$ cat src/design/acpp_pkg.sv
// acpp_pkg: character classes, codes and per-byte scan functions
// for the ascii colour payload parser; no dependencies
package acpp_pkg;

    localparam logic [7:0] CH_HASH  = 8'h23;
    localparam logic [7:0] CH_COMMA = 8'h2C;
    localparam logic [7:0] CH_SEMI  = 8'h3B;
    localparam logic [7:0] CH_PLUS  = 8'h2B;
    localparam logic [7:0] CH_MINUS = 8'h2D;
    localparam logic [7:0] CH_ZERO  = 8'h30;
    localparam logic [7:0] CH_LOW_X = 8'h78;
    localparam logic [7:0] CH_UP_X  = 8'h58;

    localparam int unsigned COMP_MAX   = 255;
    localparam int unsigned HEX_DIGITS = 6;
    localparam int unsigned DEC_BASE   = 10;
    localparam int unsigned DEC_NUMS   = 3;

    localparam logic [8:0] DEC_SAT = 9'(COMP_MAX + 1);

    // result kind codes
    localparam logic [1:0] KIND_REJECT = 2'd0;
    localparam logic [1:0] KIND_HEX    = 2'd1;
    localparam logic [1:0] KIND_DEC    = 2'd2;
    localparam logic [1:0] KIND_RAW    = 2'd3;

    // prefix detection phases
    localparam logic [1:0] PFX_NONE    = 2'd0;
    localparam logic [1:0] PFX_ZERO    = 2'd1;
    localparam logic [1:0] PFX_SETTLED = 2'd2;

    // decimal scanner phases
    localparam logic [1:0] DEC_GAP    = 2'd0;
    localparam logic [1:0] DEC_SIGN   = 2'd1;
    localparam logic [1:0] DEC_DIGITS = 2'd2;

    typedef struct packed {
        logic            failed;
        logic [1:0]      phase;
        logic [8:0]      value;
        logic            negative;
        logic [2:0]      count;
        logic [2:0][7:0] comps;
    } acpp_dec_t;

    typedef struct packed {
        logic        gap;
        logic        sep;
        logic        letter;
        logic [2:0]  count;
        logic [23:0] value;
    } acpp_hex_t;

    function automatic logic is_ws(input logic [7:0] c);
        return (c == 8'h20) || (c >= 8'h09 && c <= 8'h0D);
    endfunction

    function automatic logic is_digit(input logic [7:0] c);
        return (c >= 8'h30) && (c <= 8'h39);
    endfunction

    function automatic logic is_hex_letter(input logic [7:0] c);
        return (c >= 8'h61 && c <= 8'h66) || (c >= 8'h41 && c <= 8'h46);
    endfunction

    function automatic logic [3:0] hex_nibble(input logic [7:0] c);
        logic [3:0] n;
        if (is_digit(c))
            n = c[3:0];
        else
            n = c[3:0] + 4'd9;  // 'a'/'A' have low nibble 1
        return n;
    endfunction

    function automatic acpp_dec_t dec_finish(input acpp_dec_t d);
        acpp_dec_t  s;
        logic [7:0] v;
        s = d;
        if (s.negative)
            v = 8'd0;
        else if (s.value > 9'(COMP_MAX))
            v = 8'(COMP_MAX);
        else
            v = s.value[7:0];
        if (s.count < 3'(DEC_NUMS))
            s.comps[s.count[1:0]] = v;
        if (s.count < 3'(DEC_NUMS + 1))
            s.count = s.count + 3'd1;
        if (s.count > 3'(DEC_NUMS))
            s.failed = 1'b1;
        s.phase    = DEC_GAP;
        s.value    = 9'd0;
        s.negative = 1'b0;
        return s;
    endfunction

    function automatic acpp_dec_t dec_step(input acpp_dec_t d, input logic [7:0] c);
        acpp_dec_t   s;
        logic        cont;
        logic [12:0] prod;
        s    = d;
        cont = 1'b1;
        prod = 13'(s.value) * 13'(DEC_BASE) + 13'(c[3:0]);
        if (!s.failed)
        begin
            if (s.phase == DEC_DIGITS)
            begin
                if (is_digit(c))
                begin
                    s.value = (prod > 13'(COMP_MAX)) ? DEC_SAT : prod[8:0];
                    cont    = 1'b0;
                end
                else
                begin
                    s = dec_finish(s);
                    if (s.failed)
                        cont = 1'b0;
                end
            end
            if (cont)
            begin
                if (s.phase == DEC_SIGN)
                begin
                    if (is_digit(c))
                    begin
                        s.value = 9'(c[3:0]);
                        s.phase = DEC_DIGITS;
                    end
                    else
                        s.failed = 1'b1;
                end
                else if (c == CH_COMMA || c == CH_SEMI || is_ws(c))
                    s.failed = s.failed;
                else if (c == CH_PLUS || c == CH_MINUS)
                begin
                    s.negative = (c == CH_MINUS);
                    s.value    = 9'd0;
                    s.phase    = DEC_SIGN;
                end
                else if (is_digit(c))
                begin
                    s.negative = 1'b0;
                    s.value    = 9'(c[3:0]);
                    s.phase    = DEC_DIGITS;
                end
                else
                    s.failed = 1'b1;
            end
        end
        return s;
    endfunction

    function automatic acpp_hex_t hex_step(input acpp_hex_t h, input logic [7:0] c);
        acpp_hex_t s;
        s = h;
        if (is_ws(c))
            s.gap = 1'b1;
        else
        begin
            if (s.gap)
            begin
                s.sep = 1'b1;
                s.gap = 1'b0;
            end
            if (c == CH_COMMA || c == CH_SEMI)
                s.sep = 1'b1;
            else if (is_digit(c) || is_hex_letter(c))
            begin
                if (!is_digit(c))
                    s.letter = 1'b1;
                if (s.count < 3'(HEX_DIGITS))
                begin
                    s.value = {s.value[19:0], hex_nibble(c)};
                    s.count = s.count + 3'd1;
                end
            end
        end
        return s;
    endfunction

endpackage

$ cat src/design/acpp_if.sv
// acpp_if: valid/ready channels of the colour payload parser
// byte channel in, colour result channel out; no dependencies
interface acpp_byte_if;
    logic       valid;
    logic       ready;
    logic [7:0] byte_in;
    logic       last_byte;

    modport source (output valid, output byte_in, output last_byte, input ready);
    modport sink   (input valid, input byte_in, input last_byte, output ready);
endinterface

interface acpp_color_if;
    logic       valid;
    logic       ready;
    logic [7:0] red;
    logic [7:0] green;
    logic [7:0] blue;
    logic [1:0] result_kind;

    modport source (output valid, output red, output green, output blue,
                    output result_kind, input ready);
    modport sink   (input valid, input red, input green, input blue,
                    input result_kind, output ready);
endinterface

$ cat src/design/ascii_color_payload_parser_unit.sv
// ascii_color_payload_parser_unit: parses a hex, decimal or raw colour payload
// depends on acpp_pkg and the channel interfaces in acpp_if.sv
//
//  channel   dir  payload                          request
//  payload   in   byte_in[7:0], last_byte          one payload byte
//  color     out  red, green, blue, result_kind    one colour per payload
//
// one byte is taken every cycle; the scan state is updated at the byte's edge
// and the colour lands in the output register at the edge of the last byte
// a waiting colour stalls input only while color.ready is low
// rst_n clears scan state and the output valid flag asynchronously
module ascii_color_payload_parser_unit (
    input  logic                 clk,
    input  logic                 rst_n,
    acpp_byte_if.sink            payload,
    acpp_color_if.source         color
);
    import acpp_pkg::*;

    logic [23:0] first_bytes_reg, first_bytes_next;
    logic [2:0]  byte_count_reg, byte_count_next;
    logic        text_started_reg, text_started_next;
    logic [1:0]  prefix_phase_reg, prefix_phase_next;
    logic        hex_preferred_reg, hex_preferred_next;
    acpp_hex_t   hex_reg, hex_next;
    acpp_dec_t   dec_reg, dec_next;

    logic        out_valid_reg, out_valid_next;
    logic [7:0]  red_reg, red_next;
    logic [7:0]  green_reg, green_next;
    logic [7:0]  blue_reg, blue_next;
    logic [1:0]  kind_reg, kind_next;

    logic        accept;

    assign payload.ready = !out_valid_reg || color.ready;
    assign accept        = payload.valid && payload.ready;

    always_comb
    begin
        logic [7:0] c;
        logic [23:0] fb;
        logic [2:0] bc;
        logic       ts;
        logic [1:0] pp;
        logic       hp;
        acpp_hex_t  h;
        acpp_dec_t  d;
        acpp_dec_t  df;
        logic [7:0] r, g, b;
        logic [1:0] k;

        c  = payload.byte_in;
        fb = first_bytes_reg;
        bc = byte_count_reg;
        ts = text_started_reg;
        pp = prefix_phase_reg;
        hp = hex_preferred_reg;
        h  = hex_reg;

        if (bc < 3'd3)
            fb[bc[1:0]*8 +: 8] = c;
        if (bc < 3'd4)
            bc = bc + 3'd1;

        d = dec_step(dec_reg, c);

        if (!ts)
        begin
            if (!is_ws(c))
            begin
                ts = 1'b1;
                if (c == CH_HASH)
                begin
                    hp = 1'b1;
                    pp = PFX_SETTLED;
                end
                else if (c == CH_ZERO)
                begin
                    pp = PFX_ZERO;
                    h  = hex_step(h, c);
                end
                else
                begin
                    pp = PFX_SETTLED;
                    h  = hex_step(h, c);
                end
            end
        end
        else if (pp == PFX_ZERO)
        begin
            pp = PFX_SETTLED;
            if (c == CH_LOW_X || c == CH_UP_X)
            begin
                // the leading zero was a prefix, not a digit
                hp      = 1'b1;
                h.count = 3'd0;
                h.value = 24'd0;
            end
            else
                h = hex_step(h, c);
        end
        else
            h = hex_step(h, c);

        // result as seen at the end of the payload
        df = (!d.failed && d.phase == DEC_DIGITS) ? dec_finish(d) : d;
        r  = 8'd0;
        g  = 8'd0;
        b  = 8'd0;
        k  = KIND_REJECT;
        if (ts)
        begin
            if (h.count >= 3'(HEX_DIGITS) && (hp || h.letter || !h.sep))
            begin
                r = h.value[23:16];
                g = h.value[15:8];
                b = h.value[7:0];
                k = KIND_HEX;
            end
            else if (!hp && !df.failed && df.phase == DEC_GAP
                     && df.count == 3'(DEC_NUMS))
            begin
                r = df.comps[0];
                g = df.comps[1];
                b = df.comps[2];
                k = KIND_DEC;
            end
        end
        if (k == KIND_REJECT && bc == 3'd3)
        begin
            r = fb[7:0];
            g = fb[15:8];
            b = fb[23:16];
            k = KIND_RAW;
        end

        first_bytes_next   = first_bytes_reg;
        byte_count_next    = byte_count_reg;
        text_started_next  = text_started_reg;
        prefix_phase_next  = prefix_phase_reg;
        hex_preferred_next = hex_preferred_reg;
        hex_next           = hex_reg;
        dec_next           = dec_reg;
        out_valid_next     = out_valid_reg && !color.ready;
        red_next           = red_reg;
        green_next         = green_reg;
        blue_next          = blue_reg;
        kind_next          = kind_reg;

        if (accept)
        begin
            if (payload.last_byte)
            begin
                first_bytes_next   = 24'd0;
                byte_count_next    = 3'd0;
                text_started_next  = 1'b0;
                prefix_phase_next  = PFX_NONE;
                hex_preferred_next = 1'b0;
                hex_next           = '0;
                dec_next           = '0;
                out_valid_next     = 1'b1;
                red_next           = r;
                green_next         = g;
                blue_next          = b;
                kind_next          = k;
            end
            else
            begin
                first_bytes_next   = fb;
                byte_count_next    = bc;
                text_started_next  = ts;
                prefix_phase_next  = pp;
                hex_preferred_next = hp;
                hex_next           = h;
                dec_next           = d;
            end
        end
    end

    always_ff @(posedge clk or negedge rst_n)
    begin
        if (!rst_n)
        begin
            first_bytes_reg   <= 24'd0;
            byte_count_reg    <= 3'd0;
            text_started_reg  <= 1'b0;
            prefix_phase_reg  <= PFX_NONE;
            hex_preferred_reg <= 1'b0;
            hex_reg           <= '0;
            dec_reg           <= '0;
            out_valid_reg     <= 1'b0;
        end
        else
        begin
            first_bytes_reg   <= first_bytes_next;
            byte_count_reg    <= byte_count_next;
            text_started_reg  <= text_started_next;
            prefix_phase_reg  <= prefix_phase_next;
            hex_preferred_reg <= hex_preferred_next;
            hex_reg           <= hex_next;
            dec_reg           <= dec_next;
            out_valid_reg     <= out_valid_next;
        end
    end

    always_ff @(posedge clk)
    begin
        red_reg   <= red_next;
        green_reg <= green_next;
        blue_reg  <= blue_next;
        kind_reg  <= kind_next;
    end

    assign color.valid       = out_valid_reg;
    assign color.red         = red_reg;
    assign color.green       = green_reg;
    assign color.blue        = blue_reg;
    assign color.result_kind = kind_reg;

endmodule
$ cat src/flat_wrapper.sv
// flat-port wrapper written by rule: the top's interface ports become plain ports
module ascii_color_payload_parser_unit_flat import acpp_pkg::*;
  (clk, rst_n, payload_valid, payload_byte_in, payload_last_byte, payload_ready, color_valid, color_red, color_green, color_blue, color_result_kind, color_ready);
  acpp_byte_if payload_i ();
  acpp_color_if color_i ();
  input  logic clk;
  input  logic rst_n;
  input wire logic [$bits(payload_i.valid)-1:0] payload_valid;
  input wire logic [$bits(payload_i.byte_in)-1:0] payload_byte_in;
  input wire logic [$bits(payload_i.last_byte)-1:0] payload_last_byte;
  output wire logic [$bits(payload_i.ready)-1:0] payload_ready;
  output wire logic [$bits(color_i.valid)-1:0] color_valid;
  output wire logic [$bits(color_i.red)-1:0] color_red;
  output wire logic [$bits(color_i.green)-1:0] color_green;
  output wire logic [$bits(color_i.blue)-1:0] color_blue;
  output wire logic [$bits(color_i.result_kind)-1:0] color_result_kind;
  input wire logic [$bits(color_i.ready)-1:0] color_ready;
  assign payload_i.valid = payload_valid;
  assign payload_i.byte_in = payload_byte_in;
  assign payload_i.last_byte = payload_last_byte;
  assign payload_ready = payload_i.ready;
  assign color_valid = color_i.valid;
  assign color_red = color_i.red;
  assign color_green = color_i.green;
  assign color_blue = color_i.blue;
  assign color_result_kind = color_i.result_kind;
  assign color_i.ready = color_ready;
  ascii_color_payload_parser_unit u_core (.clk(clk), .rst_n(rst_n), .payload(payload_i), .color(color_i));
endmodule
$ cat config.mk
export PLATFORM = sky130hd
export DESIGN_NAME = ascii_color_payload_parser_unit_flat
export DESIGN_NICKNAME = d
export VERILOG_FILES = /design/src/design/acpp_pkg.sv /design/src/design/acpp_if.sv /design/src/design/ascii_color_payload_parser_unit.sv /design/src/flat_wrapper.sv
export SDC_FILE = /design/constraint.sdc
export NUM_CORES = 1
export LEC_CHECK = 0
export ABC_AREA = 1
export BUFFER_PORTS_ARGS = -buffer_cell sky130_fd_sc_hd__clkbuf_2
export CORE_AREA = 2 2 132 134
export DETAILED_ROUTE_END_ITERATION = 10
export DIE_AREA = 0 0 134 136
export PLACE_DENSITY = 0.72
export SLEW_MARGIN = 10
export SYNTH_ARGS = -nofsm -noshare
export SYNTH_HDL_FRONTEND = slang
export SYNTH_SLANG_ARGS = --single-unit
$ cat constraint.sdc
create_clock -name clk -period 4.3 [get_ports clk]
set_input_delay 0.43 -clock clk [delete_from_list [all_inputs] [get_ports clk]]
set_output_delay 0.43 -clock clk [all_outputs]
set_load 0.005 [all_outputs]
==> results of run 1 <==
## cell families (layout without fill, tap and decap cells)
group                    count (synthesis)  after routing  share of synthesized area, %
flip-flops                             128            128                          36.7
adder cells (fa/ha/maj)                 38             38                          5.40
AO/OA/AOI/OAI                          236            236                          15.8
buffers and inverters                  219            258                          9.56
AND/OR/NAND/NOR                        670            670                          31.8
XOR/XNOR                                 6              6                         0.662
## critical path, cell delays in order (launching register included)
cell     delay (ns)
dfrtp_1        0.46
ha_1           0.33
ha_1           0.24
fa_1           0.43
or2_2          0.32
and2_1         0.17
nand3_1        0.09
nand2_1        0.05
nand2_1        0.20
nand4_1        0.11
nand3_1        0.37
nand3_1        0.31
nand3_1        0.17
nand2_1        0.06
nand3_1        0.11
nand2_1        0.06
nand2_1        0.05
nand2_1        0.09
## cells in the final DEF (no fill, tap or decap), types with 4 or more instances in the layout
cell type   netlist  routed
a21oi_1          42      42
a22o_1           21      21
buf_4             2      18
clkbuf_16         0      17
clkbuf_2          0      39
clkinv_1          5       6
clkinvlp_4        0       5
dfrtp_1         102     102
edfxtp_1         26      26
ha_1             36      36
inv_1           154     154
inv_2             9       9
inv_6             0       4
nand2_1         436     435
nand2_4           5       5
nand3_1          94      94
nand3b_1         11      11
nand4_1          17      17
nor2_1           81      79
nor2_2            2       4
nor2_4            4       4
nor3_1            4       4
o211ai_1         23      23
o21ai_0          81      81
o21ai_1           5       5
o22ai_1          32      32
o31ai_1          18      18
or2_2             4       4
## power by group through the flow
stage                     Combinational (uW)  Sequential (uW)  Clock [uW]
after CTS                                840             1400        1460
after detailed placement                 830             1420           0
after global placement                   831             1420           0
after global routing                     953             1410        1510
after floorplan                          608             1400           0
final                                    849             1410        1450
## Yosys cell counts, types with 9 or more instances
cell / number / area [um2]
nand2_1: 436 / 1640
inv_1: 154 / 578
dfrtp_1: 102 / 2550
nand3_1: 94 / 470
nor2_1: 81 / 304
o21ai_0: 81 / 405
a21oi_1: 42 / 210
clkbuf_1: 39 / 146
ha_1: 36 / 450
o22ai_1: 32 / 200
edfxtp_1: 26 / 781
o211ai_1: 23 / 173
a22o_1: 21 / 184
o31ai_1: 18 / 135
nand4_1: 17 / 106
nand3b_1: 11 / 82.6
inv_2: 9 / 33.8
## final timing paths
check                              startpoint                         end  slack, ns  depth (start not counted)
setup / recovery           u_core.dec_reg[29]        u_core.color.blue[3]       0.41                         17
max in group asynchronous               rst_n           u_core.hex_reg[6]       3.11                          2
setup reg to reg           u_core.dec_reg[29]        u_core.color.blue[3]       0.41                         17
hold / removal                          rst_n          u_core.hex_reg[27]       0.09                          1
min in group clk            payload_last_byte  u_core.prefix_phase_reg[0]       0.27                          2
hold reg to reg            u_core.dec_reg[13]          u_core.dec_reg[13]       0.49                          2
## routing by layer
metal / global-route usage [%] / vias to the layer above / wire [um]
li1: - / 4322 / -
met1: 41.3 / 4084 / 11800
met2: 46.8 / 336 / 12000
met3: 7.49 / 50 / 2070
met4: 9.52 / 0 / 721
met5: 0 / - / 0
## stage by stage
step	total power, uW	setup WS, ns
after floorplan	2010	1.14
after global placement	2260	0.571
after detailed placement	2250	0.513
after CTS	3710	0.490
after global routing	3880	0.0973
final	3700	0.412
## layout make-up
type / count / area [um2]
Tap cell: 225 / 282
Multi-Input combinational cell: 950 / 4880
Fill cell: 1576 / 6830
Timing Repair Buffer: 57 / 330
Clock inverter: 15 / 159
Sequential cell: 128 / 3330
Clock buffer: 17 / 425
Inverter: 169 / 637
==> metrics.yaml, run 1 <==
run_status:
  status: "finished, final reports clean"
routing:
  drt_pass1_iterations: 6
  routedWlPerCell_um: 17.0
  ant_nets: 0
  drtIter0Drc: 954
  via_count: 8792
  avgViaCountPerCell: 5.63
  drt_wl_total_mm: 26.6
  drcViolationCount: 0
sta:
  skew_ns: 0.00999
  finalCritPeriodShare_pct: 90.4
  max_freq_mhz: 257
  tightest_slew_ns: 1.11
  tns_ns: 0
  hold_viol: 0
  relSlewSlack_pct: 25.3
  finalMaxSlewViolations: 0
  rsz0062_at_grt: "false"
  hold_slack_ns: 0.0874
  finalCriticalPeriod_ns: 3.89
  finalSetupViolCount: 0
power:
  pwr-share-clk_pct: 39.1
  p_sw_uw: 1290
  swShare_pct: 34.8
  seqPwrFrac_pct: 38.0
  vdd_drop_max_mv: 0.372
  leakagePower_uw: 0.00527
  power.internal_uw: 2410
  power.density_mw_per_mm2: 368
  p_comb_share_pct: 22.9
synth:
  avgSynthCellArea_um2: 7.00
  synth_edf_count: 26
  yosysUniqueCellTypes: 49
  yosysSeqAreaShare_pct: 36.7
  netlist_area_mm2: 0.00908
  yosys_warnings: 0
  ys.flop_type: "dfrtp_1"
  ys_async_sr_fraction_pct: 79.7
  synth_nets: 1348
  synthCells: 1297
  ys_ff_latch: 128
clock_network:
  cts-htree-levels: 4
  clock_sinks: 128
  cts_setup_buffers: 0
  cts_tree: "built"
  root_buffer: "clkbuf_16"
  cts_buffers: 17
  cts_buffer_depth: 2
  cts.clk_slew.worst_paths_ns: 0.06
  clkLatencyLatePin_ns: 0.43
  cts_resized: 0
  hold_buffers: 0
floorplanning:
  dieArea_mm2: 0.0182
  die_h_um: 136
  start_util_pct: 53.8
  core_area_mm2: 0.0169
  rows: 48
  die_w_um: 134
  io_pins: 41
final_layout:
  layout-drive-gt1-share_pct: 9.58
  diodes: 0
  postLayoutCellArea_mm2: 0.0101
  finalNonFillerCells: 1561
  nets: 1374
  largest_register_ffs: 40
  area_growth_pct: 10.7
  fin_util_pct: 59.6
global_route:
  track_usage_pct: 30.1
  grt_pass1_wl_mm: 42.8
  grt_pass1_vias: 8078
  grt-ovfl-total: 0
  grt_max_degree: 61
  antenna_found_initial: 0
placement:
  port_buffers: 40
  dp_hpwl_mm: 19.0
  gp_congestion: 0.975
  dpl_cell_area_mm2: 0.00947
  dpl.cell_count: 1529
worst_setup_path:
  crit_type: "flop to flop"
  end_kind: "flop"
  crit_path_start_kind: "flop"
  crit_fanout: 9
  cp.arrival_ns: 4.06
  worstPathRequired_ns: 4.47
flow_run:
  max_cap_viol_count: 0
min_path:
  hp-class: "primary input to async pin"
(Power assumes the default switching activity.)
==> run 2: changes to the inputs <==
REMOVE_ABC_BUFFERS = 1   (was not set)
==> metrics.yaml, run 2 (synthesis results as in run 1) <==
run_status:
  status: "finished, final reports clean"
power:
  vdd_drop_max_mv: 0.297  # -20%
  power.density_mw_per_mm2: 373  # +1.3%
  leakagePower_uw: 0.00529  # +0.41%
  power_uw: 3760  # +1.4%
final_layout:
  largest_register_ffs: 40  # unchanged
  area_growth_pct: 10.8
  layout-drive-gt1-share_pct: 9.66  # +0.075 points
  finalNonFillerCells: 1561  # unchanged
  layout_commonest_cell: "nand2_1"
  diodes: 0  # unchanged
  nets: 1374  # unchanged
  final_cell_mix: "435 x nand2_1, 154 x inv_1, 102 x dfrtp_1"
flow_run:
  max_cap_viol_count: 0  # unchanged
sta:
  max_freq_mhz: 256  # -0.58%
  relSlewSlack_pct: 27.7  # +2.5 points
  hold_slack_ns: 0.0919  # +0.00450 ns
  finalMaxSlewViolations: 0  # unchanged
  finalCriticalPeriod_ns: 3.91  # +0.0227 ns
  skew_ns: 0.0104  # +0.000373 ns
  hold_viol: 0  # unchanged
  finalSetupViolCount: 0  # unchanged
  tns_ns: 0  # unchanged
  tightest_slew_ns: 1.08  # -0.0294 ns
  rsz0062_at_grt: "false"
  setup_ws_ns: 0.389  # -0.0227 ns
  finalCritPeriodShare_pct: 91.0  # +0.53 points
worst_setup_path:
  crit_slowest_cell: "dfrtp_1"
  crit_fanout: 9  # unchanged
  r2r-end: "u_core.color.green[6]"
  crit_type: "flop to flop"
  crit_chain: "ha_1, ha_1, fa_1, or2_2, and2_1, nand3_1, nand2_1, nand2_1, nand4_1, nand3_1, nand3_1, nand3_1, nand2_1, nand3_1, nand2_1, nand2_1, nand2_1"
  end_kind: "flop"
  critPathLaunch: "u_core.dec_reg[29]"
  r2r_slack_ns: 0.39  # -0.02 ns
  cp_top_family: "simple AND/OR/NAND/NOR gates"
  r2r_cells: 17  # unchanged
  critical_path.max_stage_delay_ns: 0.45  # about the same
  path_buf_inv: 0  # unchanged
  worstReg2RegStart: "u_core.dec_reg[29]"
  cpMostUsedCell: "nand2_1"
  worstPathRequired_ns: 4.50  # +0.03 ns
  crit_path_start_kind: "flop"
  cp.arrival_ns: 4.11  # +0.05 ns
global_route:
  antenna_found_initial: 0  # unchanged
  grt_util_met3_pct: 6.56  # -0.93 points
  grt_util_met2_pct: 47.9  # +1.1 points
  busiest_layer: "met2"
  grt_pass1_vias: 8132  # +0.67%
  track_usage_pct: 30.5  # +0.44 points
  grt-ovfl-total: 0  # unchanged
  grtUsageMet1_pct: 42.0  # +0.70 points
  grt_max_degree: 66  # +8.2%
  grt_pass1_wl_mm: 43.2  # +0.82%
clock_network:
  root_buffer: "clkbuf_16"
  clkLatencyLatePin_ns: 0.45  # +0.02 ns
  cts_resized: 0  # unchanged
  cts_setup_buffers: 0  # unchanged
  clock_sinks: 128  # unchanged
  cts_buffer_depth: 2  # unchanged
  cts_tree: "built"
  cts_buffers: 17  # unchanged
  hold_buffers: 0  # unchanged
  cts-htree-levels: 4  # unchanged
  cts.clk_slew.worst_paths_ns: 0.07  # about the same
min_path:
  hp-class: "primary input to async pin"
placement:
  port_buffers: 40  # unchanged
  preCtsSetupSlack_ns: 0.473  # -0.0399 ns
  dp_hpwl_mm: 19.1  # +0.79%
  dpl.cell_count: 1529  # unchanged
  gp_congestion: 0.935  # -4.0%
routing:
  via_count: 8883  # +1.0%
  avgViaCountPerCell: 5.69  # +1.0%
  drt_wl_total_mm: 26.9  # +1.2%
  routedWlPerCell_um: 17.2  # +1.2%
  drt_pass1_iterations: 6  # unchanged
  drcViolationCount: 0  # unchanged
  drtIter0Drc: 1070  # +12%
  ant_nets: 0  # unchanged
floorplanning:
  rows: 48  # unchanged
  io_pins: 41  # unchanged
  die_h_um: 136  # unchanged
  core_area_mm2: 0.0169  # unchanged
  start_util_pct: 53.8  # unchanged
  die_w_um: 134  # unchanged
  dieArea_mm2: 0.0182  # unchanged
## run 2: power by group
part / leakage, uW / internal (uW) / switching (uW) / total (uW)
registers: 0.00165 / 1330 / 70.0 / 1400
clock network: 0.000286 / 777 / 688 / 1460
logic: 0.00335 / 222 / 666 / 888
total: 0.00529 / 2330 / 1420 / 3760
## run 2: cell type report
class / count / area [um2]
Sequential cell: 128 / 3330
Inverter: 169 / 637
Clock buffer: 17 / 425
Tap cell: 225 / 282
Timing Repair Buffer: 57 / 343
Clock inverter: 15 / 158
Fill cell: 1578 / 6810
Multi-Input combinational cell: 950 / 4880
## run 2: metrics by stage
stage          area, um2  utilization (%)
2_1_floorplan       8850                -
3_3_place_gp        9480             56.2
3_5_place_dp        9480             56.2
4_1_cts            10100             59.6
5_1_grt            10100             59.6
6_report           10100             59.6
## run 2: worst max-delay path by stage
stage	to	cells after the start	slack (ns)
2_1_floorplan	u_core.dec_reg[34]	7	0.62
4_1_cts	u_core.color.green[6]	17	0.47
6_report	u_core.color.green[6]	17	0.39
5_1_grt	u_core.color.green[6]	20	0.11
3_3_place_gp	u_core.color.green[6]	17	0.50
3_5_place_dp	u_core.color.green[6]	17	0.47
## run 2: layer usage
layer	routed length [um]	vias up
li1	-	4324
met1	11700	4118
met2	12300	380
met3	2250	61
met4	641	0
met5	0	-
